$ cat src/rtl/core/ddr_pkg.sv
// ----------------------------------------------------------------------------
// ddr_pkg
// Types and constants shared by the decimal digit register unit.
// ----------------------------------------------------------------------------
package ddr_pkg;

  localparam int VALUE_W = 31;
  localparam int BCD_W   = 32;
  localparam int REV_W   = 27;
  localparam int DIGIT_W = 4;

  localparam logic [2:0] OP_LOAD  = 3'd0;
  localparam logic [2:0] OP_WRITE = 3'd1;
  localparam logic [2:0] OP_SYNC  = 3'd2;
  localparam logic [2:0] OP_PUSH  = 3'd3;
  localparam logic [2:0] OP_POP   = 3'd4;

  localparam logic [DIGIT_W-1:0] DIGIT_MAX = 4'd9;

  // floor(v * DIV10_MAGIC / 2^DIV10_SHIFT) == v / 10 for any 32-bit v
  localparam logic [31:0] DIV10_MAGIC = 32'hCCCC_CCCD;
  localparam int          DIV10_SHIFT = 35;

  typedef struct packed {
    logic [2:0]         op;
    logic [VALUE_W-1:0] load_value;
    logic [2:0]         digit_index;
    logic [3:0]         new_digit;
    logic [3:0]         pop_count;
  } in_item_t;

  typedef struct packed {
    logic [VALUE_W-1:0] current_value;
    logic [BCD_W-1:0]   bcd_digits;
    logic [REV_W-1:0]   reversed_value;
    logic               overflow;
  } out_item_t;

  typedef enum logic [2:0] {
    ST_IDLE,
    ST_DIV_MUL,
    ST_DIV_UPD,
    ST_CLEAR,
    ST_DABBLE,
    ST_ROTATE,
    ST_DONE
  } state_t;

  typedef enum logic [2:0] {
    CELL_HOLD,
    CELL_CLEAR,
    CELL_DABBLE,
    CELL_ROTATE,
    CELL_WRITE
  } cell_mode_t;

  typedef struct packed {
    cell_mode_t         mode;
    logic [DIGIT_W-1:0] wr_digit;
  } cell_ctl_t;

endpackage

$ cat src/rtl/core/ddr_cell.sv
// ----------------------------------------------------------------------------
// ddr_cell
// One decimal digit: clear, shift-and-add-3 step, rotate from neighbor, direct write.
// ----------------------------------------------------------------------------
module ddr_cell (
  input  logic                         clk,
  input  logic                         rst,
  input  ddr_pkg::cell_ctl_t           ctl,
  input  logic                         wr_en,
  input  logic                         carry_in,
  input  logic [ddr_pkg::DIGIT_W-1:0]  rot_in,
  output logic [ddr_pkg::DIGIT_W-1:0]  digit,
  output logic                         carry_out
);

  logic [ddr_pkg::DIGIT_W-1:0] adj;

  always_comb begin
    adj       = (digit >= 4'd5) ? 4'(digit + 4'd3) : digit;
    carry_out = adj[3];
  end

  always_ff @(posedge clk) begin
    if (rst) begin
      digit <= '0;
    end else begin
      unique case (ctl.mode)
        ddr_pkg::CELL_CLEAR:  digit <= '0;
        ddr_pkg::CELL_DABBLE: digit <= {adj[2:0], carry_in};
        ddr_pkg::CELL_ROTATE: digit <= rot_in;
        ddr_pkg::CELL_WRITE: begin
          if (wr_en) begin
            digit <= ctl.wr_digit;
          end
        end
        default: digit <= digit;
      endcase
    end
  end

endmodule

$ cat src/rtl/core/ddr_chain.sv
// ----------------------------------------------------------------------------
// ddr_chain
// Row of digit cells; carries ripple upward during conversion, digits
// rotate upward with the top digit wrapping to the bottom.
// ----------------------------------------------------------------------------
module ddr_chain #(
  parameter int DIGITS = 8
) (
  input  logic                                clk,
  input  logic                                rst,
  input  ddr_pkg::cell_ctl_t                  ctl,
  input  logic [DIGITS-1:0]                   wr_sel,
  input  logic                                carry_in,
  output logic [DIGITS*ddr_pkg::DIGIT_W-1:0]  digits,
  output logic [ddr_pkg::DIGIT_W-1:0]         top_digit
);

  logic [DIGITS-1:0]           carry;
  logic [ddr_pkg::DIGIT_W-1:0] dig [DIGITS];

  for (genvar i = 0; i < DIGITS; i++) begin : g_cell
    logic                        c_in;
    logic [ddr_pkg::DIGIT_W-1:0] r_in;

    if (i == 0) begin : g_first
      assign c_in = carry_in;
      assign r_in = dig[DIGITS-1];
    end else begin : g_rest
      assign c_in = carry[i-1];
      assign r_in = dig[i-1];
    end

    ddr_cell u_cell (
      .clk       (clk),
      .rst       (rst),
      .ctl       (ctl),
      .wr_en     (wr_sel[i]),
      .carry_in  (c_in),
      .rot_in    (r_in),
      .digit     (dig[i]),
      .carry_out (carry[i])
    );

    assign digits[i*ddr_pkg::DIGIT_W +: ddr_pkg::DIGIT_W] = dig[i];
  end

  // carry out of the top cell is dropped: digits hold the value mod 10^DIGITS
  assign top_digit = carry[DIGITS-1] ? dig[DIGITS-1] : dig[DIGITS-1];

endmodule

$ cat src/rtl/core/decimal_digit_register_unit.sv
// ----------------------------------------------------------------------------
// decimal_digit_register_unit
// Binary value with its low decimal digits: load, digit write, sync, push, pop.
// ----------------------------------------------------------------------------
// One item at a time: busy is high from the accepting edge until the result
// strobe, and done is high for exactly one cycle with the result, which the
// receiver cannot stall. Write digit, sync, unused codes and a push that
// changes nothing (digit above nine or overflow) go straight to the
// DIGITS-step rotation that forms the reversed number and the sync value;
// load and an accepted push first make a 31-step shift-and-add-3 pass
// through the digit cells; pop first divides the value by ten pop_count
// times, each division being one registered reciprocal multiply plus a
// shift, and then makes the same pass.
// ----------------------------------------------------------------------------
module decimal_digit_register_unit #(
  parameter int DIGITS = 8
) (
  input  logic               clk,
  input  logic               rst,
  input  logic               start,
  input  ddr_pkg::in_item_t  request,
  output logic               busy,
  output logic               done,
  output ddr_pkg::out_item_t result
);

  localparam int         STEP_W    = 5;
  localparam logic [4:0] LAST_DAB  = 5'(ddr_pkg::VALUE_W - 1);
  localparam logic [4:0] LAST_ROT  = 5'(DIGITS - 1);
  localparam logic [3:0] DIGITS_N  = 4'(DIGITS);

  ddr_pkg::state_t   state, state_next;
  ddr_pkg::in_item_t item;

  logic [ddr_pkg::VALUE_W-1:0]          held;
  logic [ddr_pkg::VALUE_W-1:0]          shreg;
  logic [62:0]                          prod;
  logic [3:0]                           cnt;
  logic [STEP_W-1:0]                    step;
  logic [ddr_pkg::REV_W-1:0]            rev, rev_next;
  logic [ddr_pkg::REV_W-1:0]            pwr, pwr_next;
  logic [ddr_pkg::VALUE_W-1:0]          sync_acc, sync_next;
  logic                                 ovf;

  logic [34:0]                          push_sum;
  logic                                 push_ovf;
  logic                                 digit_ok;
  logic                                 idx_ok;

  ddr_pkg::cell_ctl_t                   ctl;
  logic [DIGITS-1:0]                    wr_sel;
  logic [DIGITS*ddr_pkg::DIGIT_W-1:0]   digits;
  logic [ddr_pkg::DIGIT_W-1:0]          top_digit;

  ddr_chain #(.DIGITS(DIGITS)) u_chain (
    .clk       (clk),
    .rst       (rst),
    .ctl       (ctl),
    .wr_sel    (wr_sel),
    .carry_in  (shreg[ddr_pkg::VALUE_W-1]),
    .digits    (digits),
    .top_digit (top_digit)
  );

  // item decode and rotate-phase arithmetic
  always_comb begin
    digit_ok  = request.new_digit <= ddr_pkg::DIGIT_MAX;
    idx_ok    = {1'b0, request.digit_index} < DIGITS_N;
    push_sum  = 35'({held, 3'b000}) + 35'({held, 1'b0}) + 35'(request.new_digit);
    push_ovf  = push_sum[34:31] != 4'd0;
    rev_next  = ddr_pkg::REV_W'(rev + ddr_pkg::REV_W'(pwr * top_digit));
    pwr_next  = ddr_pkg::REV_W'({pwr, 3'b000} + {pwr, 1'b0});
    sync_next = ddr_pkg::VALUE_W'({sync_acc, 3'b000} + {sync_acc, 1'b0}
                                  + ddr_pkg::VALUE_W'(top_digit));
  end

  always_ff @(posedge clk) begin
    if (rst) begin
      state <= ddr_pkg::ST_IDLE;
    end else begin
      state <= state_next;
    end
  end

  always_comb begin
    state_next   = state;
    busy         = 1'b1;
    done         = 1'b0;
    ctl.mode     = ddr_pkg::CELL_HOLD;
    ctl.wr_digit = request.new_digit;
    wr_sel       = '0;
    unique case (state)
      ddr_pkg::ST_IDLE: begin
        busy = 1'b0;
        if (start) begin
          unique case (request.op)
            ddr_pkg::OP_LOAD: state_next = ddr_pkg::ST_CLEAR;
            ddr_pkg::OP_WRITE: begin
              ctl.mode   = ddr_pkg::CELL_WRITE;
              wr_sel     = (idx_ok && digit_ok) ?
                           DIGITS'(DIGITS'(1) << request.digit_index) : '0;
              state_next = ddr_pkg::ST_ROTATE;
            end
            ddr_pkg::OP_PUSH: begin
              state_next = (digit_ok && !push_ovf) ? ddr_pkg::ST_CLEAR
                                                   : ddr_pkg::ST_ROTATE;
            end
            ddr_pkg::OP_POP: state_next = ddr_pkg::ST_DIV_MUL;
            default:         state_next = ddr_pkg::ST_ROTATE;
          endcase
        end
      end
      ddr_pkg::ST_DIV_MUL: begin
        state_next = (cnt == 4'd0) ? ddr_pkg::ST_CLEAR : ddr_pkg::ST_DIV_UPD;
      end
      ddr_pkg::ST_DIV_UPD: state_next = ddr_pkg::ST_DIV_MUL;
      ddr_pkg::ST_CLEAR: begin
        ctl.mode   = ddr_pkg::CELL_CLEAR;
        state_next = ddr_pkg::ST_DABBLE;
      end
      ddr_pkg::ST_DABBLE: begin
        ctl.mode = ddr_pkg::CELL_DABBLE;
        if (step == LAST_DAB) begin
          state_next = ddr_pkg::ST_ROTATE;
        end
      end
      ddr_pkg::ST_ROTATE: begin
        ctl.mode = ddr_pkg::CELL_ROTATE;
        if (step == LAST_ROT) begin
          state_next = ddr_pkg::ST_DONE;
        end
      end
      ddr_pkg::ST_DONE: begin
        done       = 1'b1;
        state_next = ddr_pkg::ST_IDLE;
      end
      default: state_next = ddr_pkg::ST_IDLE;
    endcase
  end

  always_ff @(posedge clk) begin
    if (rst) begin
      held <= '0;
      ovf  <= 1'b0;
    end else begin
      unique case (state)
        ddr_pkg::ST_IDLE: begin
          if (start) begin
            item     <= request;
            rev      <= '0;
            pwr      <= ddr_pkg::REV_W'(1);
            sync_acc <= '0;
            step     <= '0;
            cnt      <= request.pop_count;
            ovf      <= (request.op == ddr_pkg::OP_PUSH) && digit_ok && push_ovf;
            if (request.op == ddr_pkg::OP_LOAD) begin
              held <= request.load_value;
            end else if (request.op == ddr_pkg::OP_PUSH && digit_ok && !push_ovf) begin
              held <= push_sum[ddr_pkg::VALUE_W-1:0];
            end
          end
        end
        ddr_pkg::ST_DIV_MUL: prod <= held * ddr_pkg::DIV10_MAGIC;
        ddr_pkg::ST_DIV_UPD: begin
          held <= ddr_pkg::VALUE_W'(prod >> ddr_pkg::DIV10_SHIFT);
          cnt  <= cnt - 4'd1;
        end
        ddr_pkg::ST_CLEAR: begin
          shreg <= held;
          step  <= '0;
        end
        ddr_pkg::ST_DABBLE: begin
          shreg <= {shreg[ddr_pkg::VALUE_W-2:0], 1'b0};
          step  <= (step == LAST_DAB) ? '0 : STEP_W'(step + 5'd1);
        end
        ddr_pkg::ST_ROTATE: begin
          rev      <= rev_next;
          pwr      <= pwr_next;
          sync_acc <= sync_next;
          step     <= STEP_W'(step + 5'd1);
          if (step == LAST_ROT && item.op == ddr_pkg::OP_SYNC) begin
            held <= sync_next;
          end
        end
        default: ;
      endcase
    end
  end

  // result packing: nibble i carries digit i for the low eight digits
  for (genvar i = 0; i < 8; i++) begin : g_bcd
    if (i < DIGITS) begin : g_on
      assign result.bcd_digits[i*4 +: 4] = digits[i*ddr_pkg::DIGIT_W +: ddr_pkg::DIGIT_W];
    end else begin : g_off
      assign result.bcd_digits[i*4 +: 4] = 4'd0;
    end
  end

  assign result.current_value  = held;
  assign result.reversed_value = rev;
  assign result.overflow       = ovf;

endmodule
$ cat config.mk
export PLATFORM = sky130hd
export DESIGN_NAME = decimal_digit_register_unit
export DESIGN_NICKNAME = d
export VERILOG_FILES = /design/src/rtl/core/ddr_pkg.sv /design/src/rtl/core/ddr_cell.sv /design/src/rtl/core/ddr_chain.sv /design/src/rtl/core/decimal_digit_register_unit.sv
export SDC_FILE = /design/constraint.sdc
export NUM_CORES = 2
export LEC_CHECK = 0
export ABC_AREA = 1
export BUFFER_PORTS_ARGS = -buffer_cell sky130_fd_sc_hd__clkbuf_2
export CAP_MARGIN = 20
export CELL_PAD_IN_SITES_DETAIL_PLACEMENT = 0
export CELL_PAD_IN_SITES_GLOBAL_PLACEMENT = 1
export CORE_AREA = 2 2 312 253
export CTS_CLUSTER_DIAMETER = 60
export CTS_CLUSTER_SIZE = 28
export DETAILED_ROUTE_END_ITERATION = 7
export DIE_AREA = 0 0 314 255
export GPL_ROUTABILITY_DRIVEN = 0
export PLACE_DENSITY = 0.78
export SLEW_MARGIN = 20
export SYNTH_ARGS = -nofsm -noshare
export SYNTH_HDL_FRONTEND = slang
export SYNTH_SLANG_ARGS = --single-unit
$ cat constraint.sdc
create_clock -name clk -period 6.3 [get_ports clk]
set_input_delay 0 -clock clk [delete_from_list [all_inputs] [get_ports clk]]
set_output_delay 0 -clock clk [all_outputs]
set_load 0.01 [all_outputs]
Word level (Yosys, flattened, before mapping). Cells that the tools add are included. W data, S select, Z words.

Add/sub/neg operators: 16. Multiply operators: 2. $lt $le $gt $ge: 9. Equal/unequal tests: 29. Shift operators: 1. Multiplexer cells: 57. Bitwise logic cells: 1. Reduce and logical (&&, ||, !) cells: 33.

Operator list (number): $pmux W4 S4 (8); $mux W31 (4); $pmux W27 S2 (2); $pmux W31 S3 (1); $mux W4 (16); $mul A31 B32 Y63 const B (1); $pmux W31 S2 (1); $pmux W30 S2 (1); $add A27 B27 Y27 (2); $mux W27 (2); $add A34 B32 Y35 (1); $add A35 B4 Y35 (1); $ge A4 B3 Y1 const B (8); $mux W8 (4); $add A31 B31 Y31 (1); $add A31 B4 Y31 (1); $mux W30 (1); $add A4 B2 Y4 const B (7); $mul A27 B4 Y27 (1); $reduce_and A2 Y1 (11); $mux W3 (7); $pmux W5 S4 (1); $eq A3 B2 Y1 const B (6); $pmux W3 S6 (1); 27 further kinds (59).

Bits in registers: 257. Output and inout bits: 93. Word-level logic and storage cells: 167.

Logic depth before layout (Yosys ltp).
Depth after elaboration: 9. Gate-level depth with buffers: 32. Mapped depth without buffers: 32.

Cells and area by module. A second synthesis with hierarchy kept.

Cells, all modules: 4216. Area, all modules: 32553.7 um^2.

Modules (own cells, without submodules): decimal_digit_register_unit (times used 1, cells each 3684, area an instance 29570.9 um^2); ddr_cell (times used 8, cells each 66, area an instance 369.1 um^2); ddr_chain (times used 1, cells each 4, area an instance 30.0 um^2).

Worst setup path before layout. Ideal clock, no wire load.

Kind: reg2reg. Start point: reg held[23] (netlist name). End point: reg prod[47] (data pin). Arrival: 6.280 ns. Required time: 6.042 ns. Path slack: -0.238 ns. Stages on the path, launching flop included: 28. Clock period less this slack: 6.538 ns. Cells stage by stage: dfxtp_1 inv_1 ha_1 inv_1 ha_1 a21oi_1 inv_1 fa_1 inv_1 fa_1 fa_1 inv_1 fa_1 fa_1 inv_1 fa_1 inv_1 ha_1 nand2_1 nor2_1 inv_1 nor2_1 inv_1 nor3_1 nand4_1 o211ai_1 a21oi_1 xnor2_1.

Longest elaborated chain between the ends: 1.

Ends and longest elaborated chain: start, declared (RTL line decimal_digit_register_unit.sv:35) `logic [ddr_pkg::VALUE_W-1:0] held;`; start signal, assigned (RTL line decimal_digit_register_unit.sv:157) `held <= request.load_value;`; start signal, assigned (RTL line decimal_digit_register_unit.sv:159) `held <= push_sum[ddr_pkg::VALUE_W-1:0];`; start signal, assigned (RTL line decimal_digit_register_unit.sv:165) `held <= ddr_pkg::VALUE_W'(prod >> ddr_pkg::DIV10_SHIFT);`; $mul A31 B32 Y63 (RTL line decimal_digit_register_unit.sv:163) `ddr_pkg::ST_DIV_MUL: prod <= held * ddr_pkg::DIV10_MAGIC;`; end signal, assigned (RTL line decimal_digit_register_unit.sv:163); end, declared (RTL line decimal_digit_register_unit.sv:37) `logic [62:0] prod;`.

Every way passes these cells. A chain may end at the register's enable or synchronous reset.

Worst setup path after layout.
Start point: reg held[17] (netlist name). End point: reg prod[47] (data pin).

Same word-level chain as after synthesis.

==> flow_summary.toml <==
[sta]
final.min_clock_period_ns = 6.48
worst_slack_ns = -0.179
relSlewSlack = 0.320
timing_hold_violations_final = 0
tightest_slew_ns = 1.02
slew_viol_final = 0
rsz0062_at_grt = "true"
fmax_mhz = 154
min_period_over_period = 1.03
setup_violations = 18
finClkSkew_ns = 0.0342
hold_ws_ns = 0.00964

[clocking]
clk_latency_ns = 0.61
cts_buffers = 29
clockBufferDepth = 3
cts_tree = "yes"
h-tree-depth = 1
cts.clk_slew.worst_paths_ns = 0.07
clkSinkCount = 222
clockRootBuffer = "clkbuf_16"

[finish]
final_cell_mix = "nand2_1 (836), inv_1 (726), ha_1 (442)"
fin_nets = 5376
layout-drive-gt1-share = 0.196
final_common_cell = "nand2_1"
syn_to_final_growth_pct = 21.7

[worst_setup_path]
crit_fanout = 5
crit_arrival_ns = 6.81
critPathKind = "register to register"
end_kind = "register"
crit_path_start_kind = "register"
required_ns = 6.63

[logic_synthesis]
yosysWarnings = 0
syn_area_um2 = 32100
synth_edf_count = 155
synth_ff_type = "edfxtp_1"
syn_nets = 4926
ys_async_sr_fraction = 0
syn_avg_cell_area_um2 = 7.84
ys_types = 60
synthCells = 4089
ys_ff_latch = 222
ys_seq_area_frac = 0.187

[grt]
grt-ovfl-total = 0
grt_pass1_vias = 28400
grt_util_all_layers = 0.273
grt_max_degree = 52
grt_pass1_wl_mm = 167
antenna_found_initial = 5

[floorplan]
die_h_um = 255
ios = 141
core_um2 = 77500
dieArea_um2 = 80100
start_util = 0.414
dieWidth_um = 314
rows = 92

[detailed_routing]
drt_iter0_drc = 2541
via_per_inst = 5.24
ant_nets = 0
dr_wl_met3_mm = 10.7
drt-met1-wl_mm = 52.2
wl_met2_mm = 45.1
drc_errors = 0
firstDrtPassIters = 5
wire_per_inst_um = 19.8
top_layer = "met4"
vias = 29400
routed_wl_mm = 111

[outcome]
status = "finished with violations"
violations = "setup timing"

[job]
drv_cap = 0

[place]
dp.final_hpwl_mm = 91.6
io_buffers = 140

[hold_path]
hp-class = "primary input to register"
==> critical path: stages, from the launching register on <==
cell	delay, ns
dfxtp_4	0.36
ha_4	0.27
inv_2	0.04
fa_1	0.44
inv_1	0.12
fa_2	0.48
buf_4	0.16
fa_1	0.57
fa_1	0.48
buf_4	0.17
fa_1	0.51
fa_1	0.50
ha_1	0.35
ha_4	0.28
buf_4	0.17
nand2_1	0.11
nor2_2	0.13
inv_2	0.06
nor2_1	0.12
inv_2	0.06
nor3_4	0.13
nand4_1	0.10
o211ai_1	0.31
a21oi_2	0.10
xnor2_1	0.15
==> area by class of cell <==
class / instances / area [um^2]
diodes: 5 / 12.5
flip-flops and latches: 222 / 6020
repair buffers: 487 / 3450
clock inverters: 23 / 267
inverters: 782 / 2940
multi-input cells: 3017 / 24300
well taps: 1034 / 1290
clock buffers: 31 / 733
fillers: 7550 / 38400
==> metal layers <==
metal,global-route usage,vias up
met5,0,-
met4,0.0659,0
met3,0.0757,148
met2,0.395,1035
met1,0.400,14000
li1,-,14100
==> per-stage QoR <==
stage	worst slack (ns)	setup TNS (ns)	cell area (um^2)	cells	util
2_1_floorplan	0.00370	0	32100	4089	-
3_3_place_gp	-0.361	-7.52	36100	5499	0.466
3_5_place_dp	-0.417	-9.06	36100	5499	0.466
4_1_cts	-0.116	-0.783	38000	5587	0.491
5_1_grt	-0.381	-5.76	39000	5598	0.504
6_report	-0.179	-1.45	39000	5601	0.504
==> registers in the layout, indices dropped and copies added, names as in the netlist <==
name                         count
pwr                             27
rev                             27
item                             3
ovf                              1
u_chain.g_cell.u_cell.digit     32
prod                            28
cnt                              4
step                             5
state                            3
shreg                           31
sync_acc                        30
held                            31
==> cell usage after synthesis, drive strengths merged, types with 21 or more instances <==
library cell | instances | share of area
edfxtp | 155 | 0.15
inv | 781 | 0.091
xnor2 | 30 | 0.0082
nor2 | 329 | 0.040
o21ai | 214 | 0.033
a21o | 21 | 0.0049
dfxtp | 67 | 0.042
ha | 486 | 0.19
o211ai | 26 | 0.0061
nand3 | 155 | 0.025
clkbuf | 45 | 0.0053
o21a | 25 | 0.0059
nand4 | 23 | 0.0045
a21oi | 337 | 0.055
buf | 23 | 0.0055
xor2 | 44 | 0.012
nand2 | 878 | 0.10
fa | 303 | 0.19
nor3 | 32 | 0.0055
==> logic make-up (layout without fill, tap and decap cells) <==
logic type,after synthesis,after routing,share of synthesized area
multiplexers,1,1,0.000312
AND/OR/NAND/NOR,1457,1457,0.188
other,0,5,0
adder cells (fa/ha/maj),789,789,0.379
AO/OA/AOI/OAI,696,696,0.124
XOR/XNOR,74,74,0.0202
flip-flops,222,222,0.187
buffers and inverters,850,1323,0.102
==> final timing paths <==
kind / start / slack (ns) / depth (start not counted) / to
worst max-delay path: held[17] / -0.18 / 24 / prod[47]
worst min-delay path: request[36] / 0.01 / 7 / held[25]
worst max register to register: held[17] / -0.18 / 24 / prod[47]
worst min register to register: u_chain.g_cell[0].u_cell.digit[3] / 0.48 / 2 / u_chain.g_cell[0].u_cell.digit[3]
==> timing repair <==
action,CTS,global route
endpoints found under the setup margin,28,28
pin swaps,77,119
endpoints found under the hold margin,54,0
hold buffers,18,0
gates resized for setup,153,217
setup buffers,16,14
Power is not shown: default switching activity piles up to over one toggle a cycle in this logic, so the estimate is an artifact.
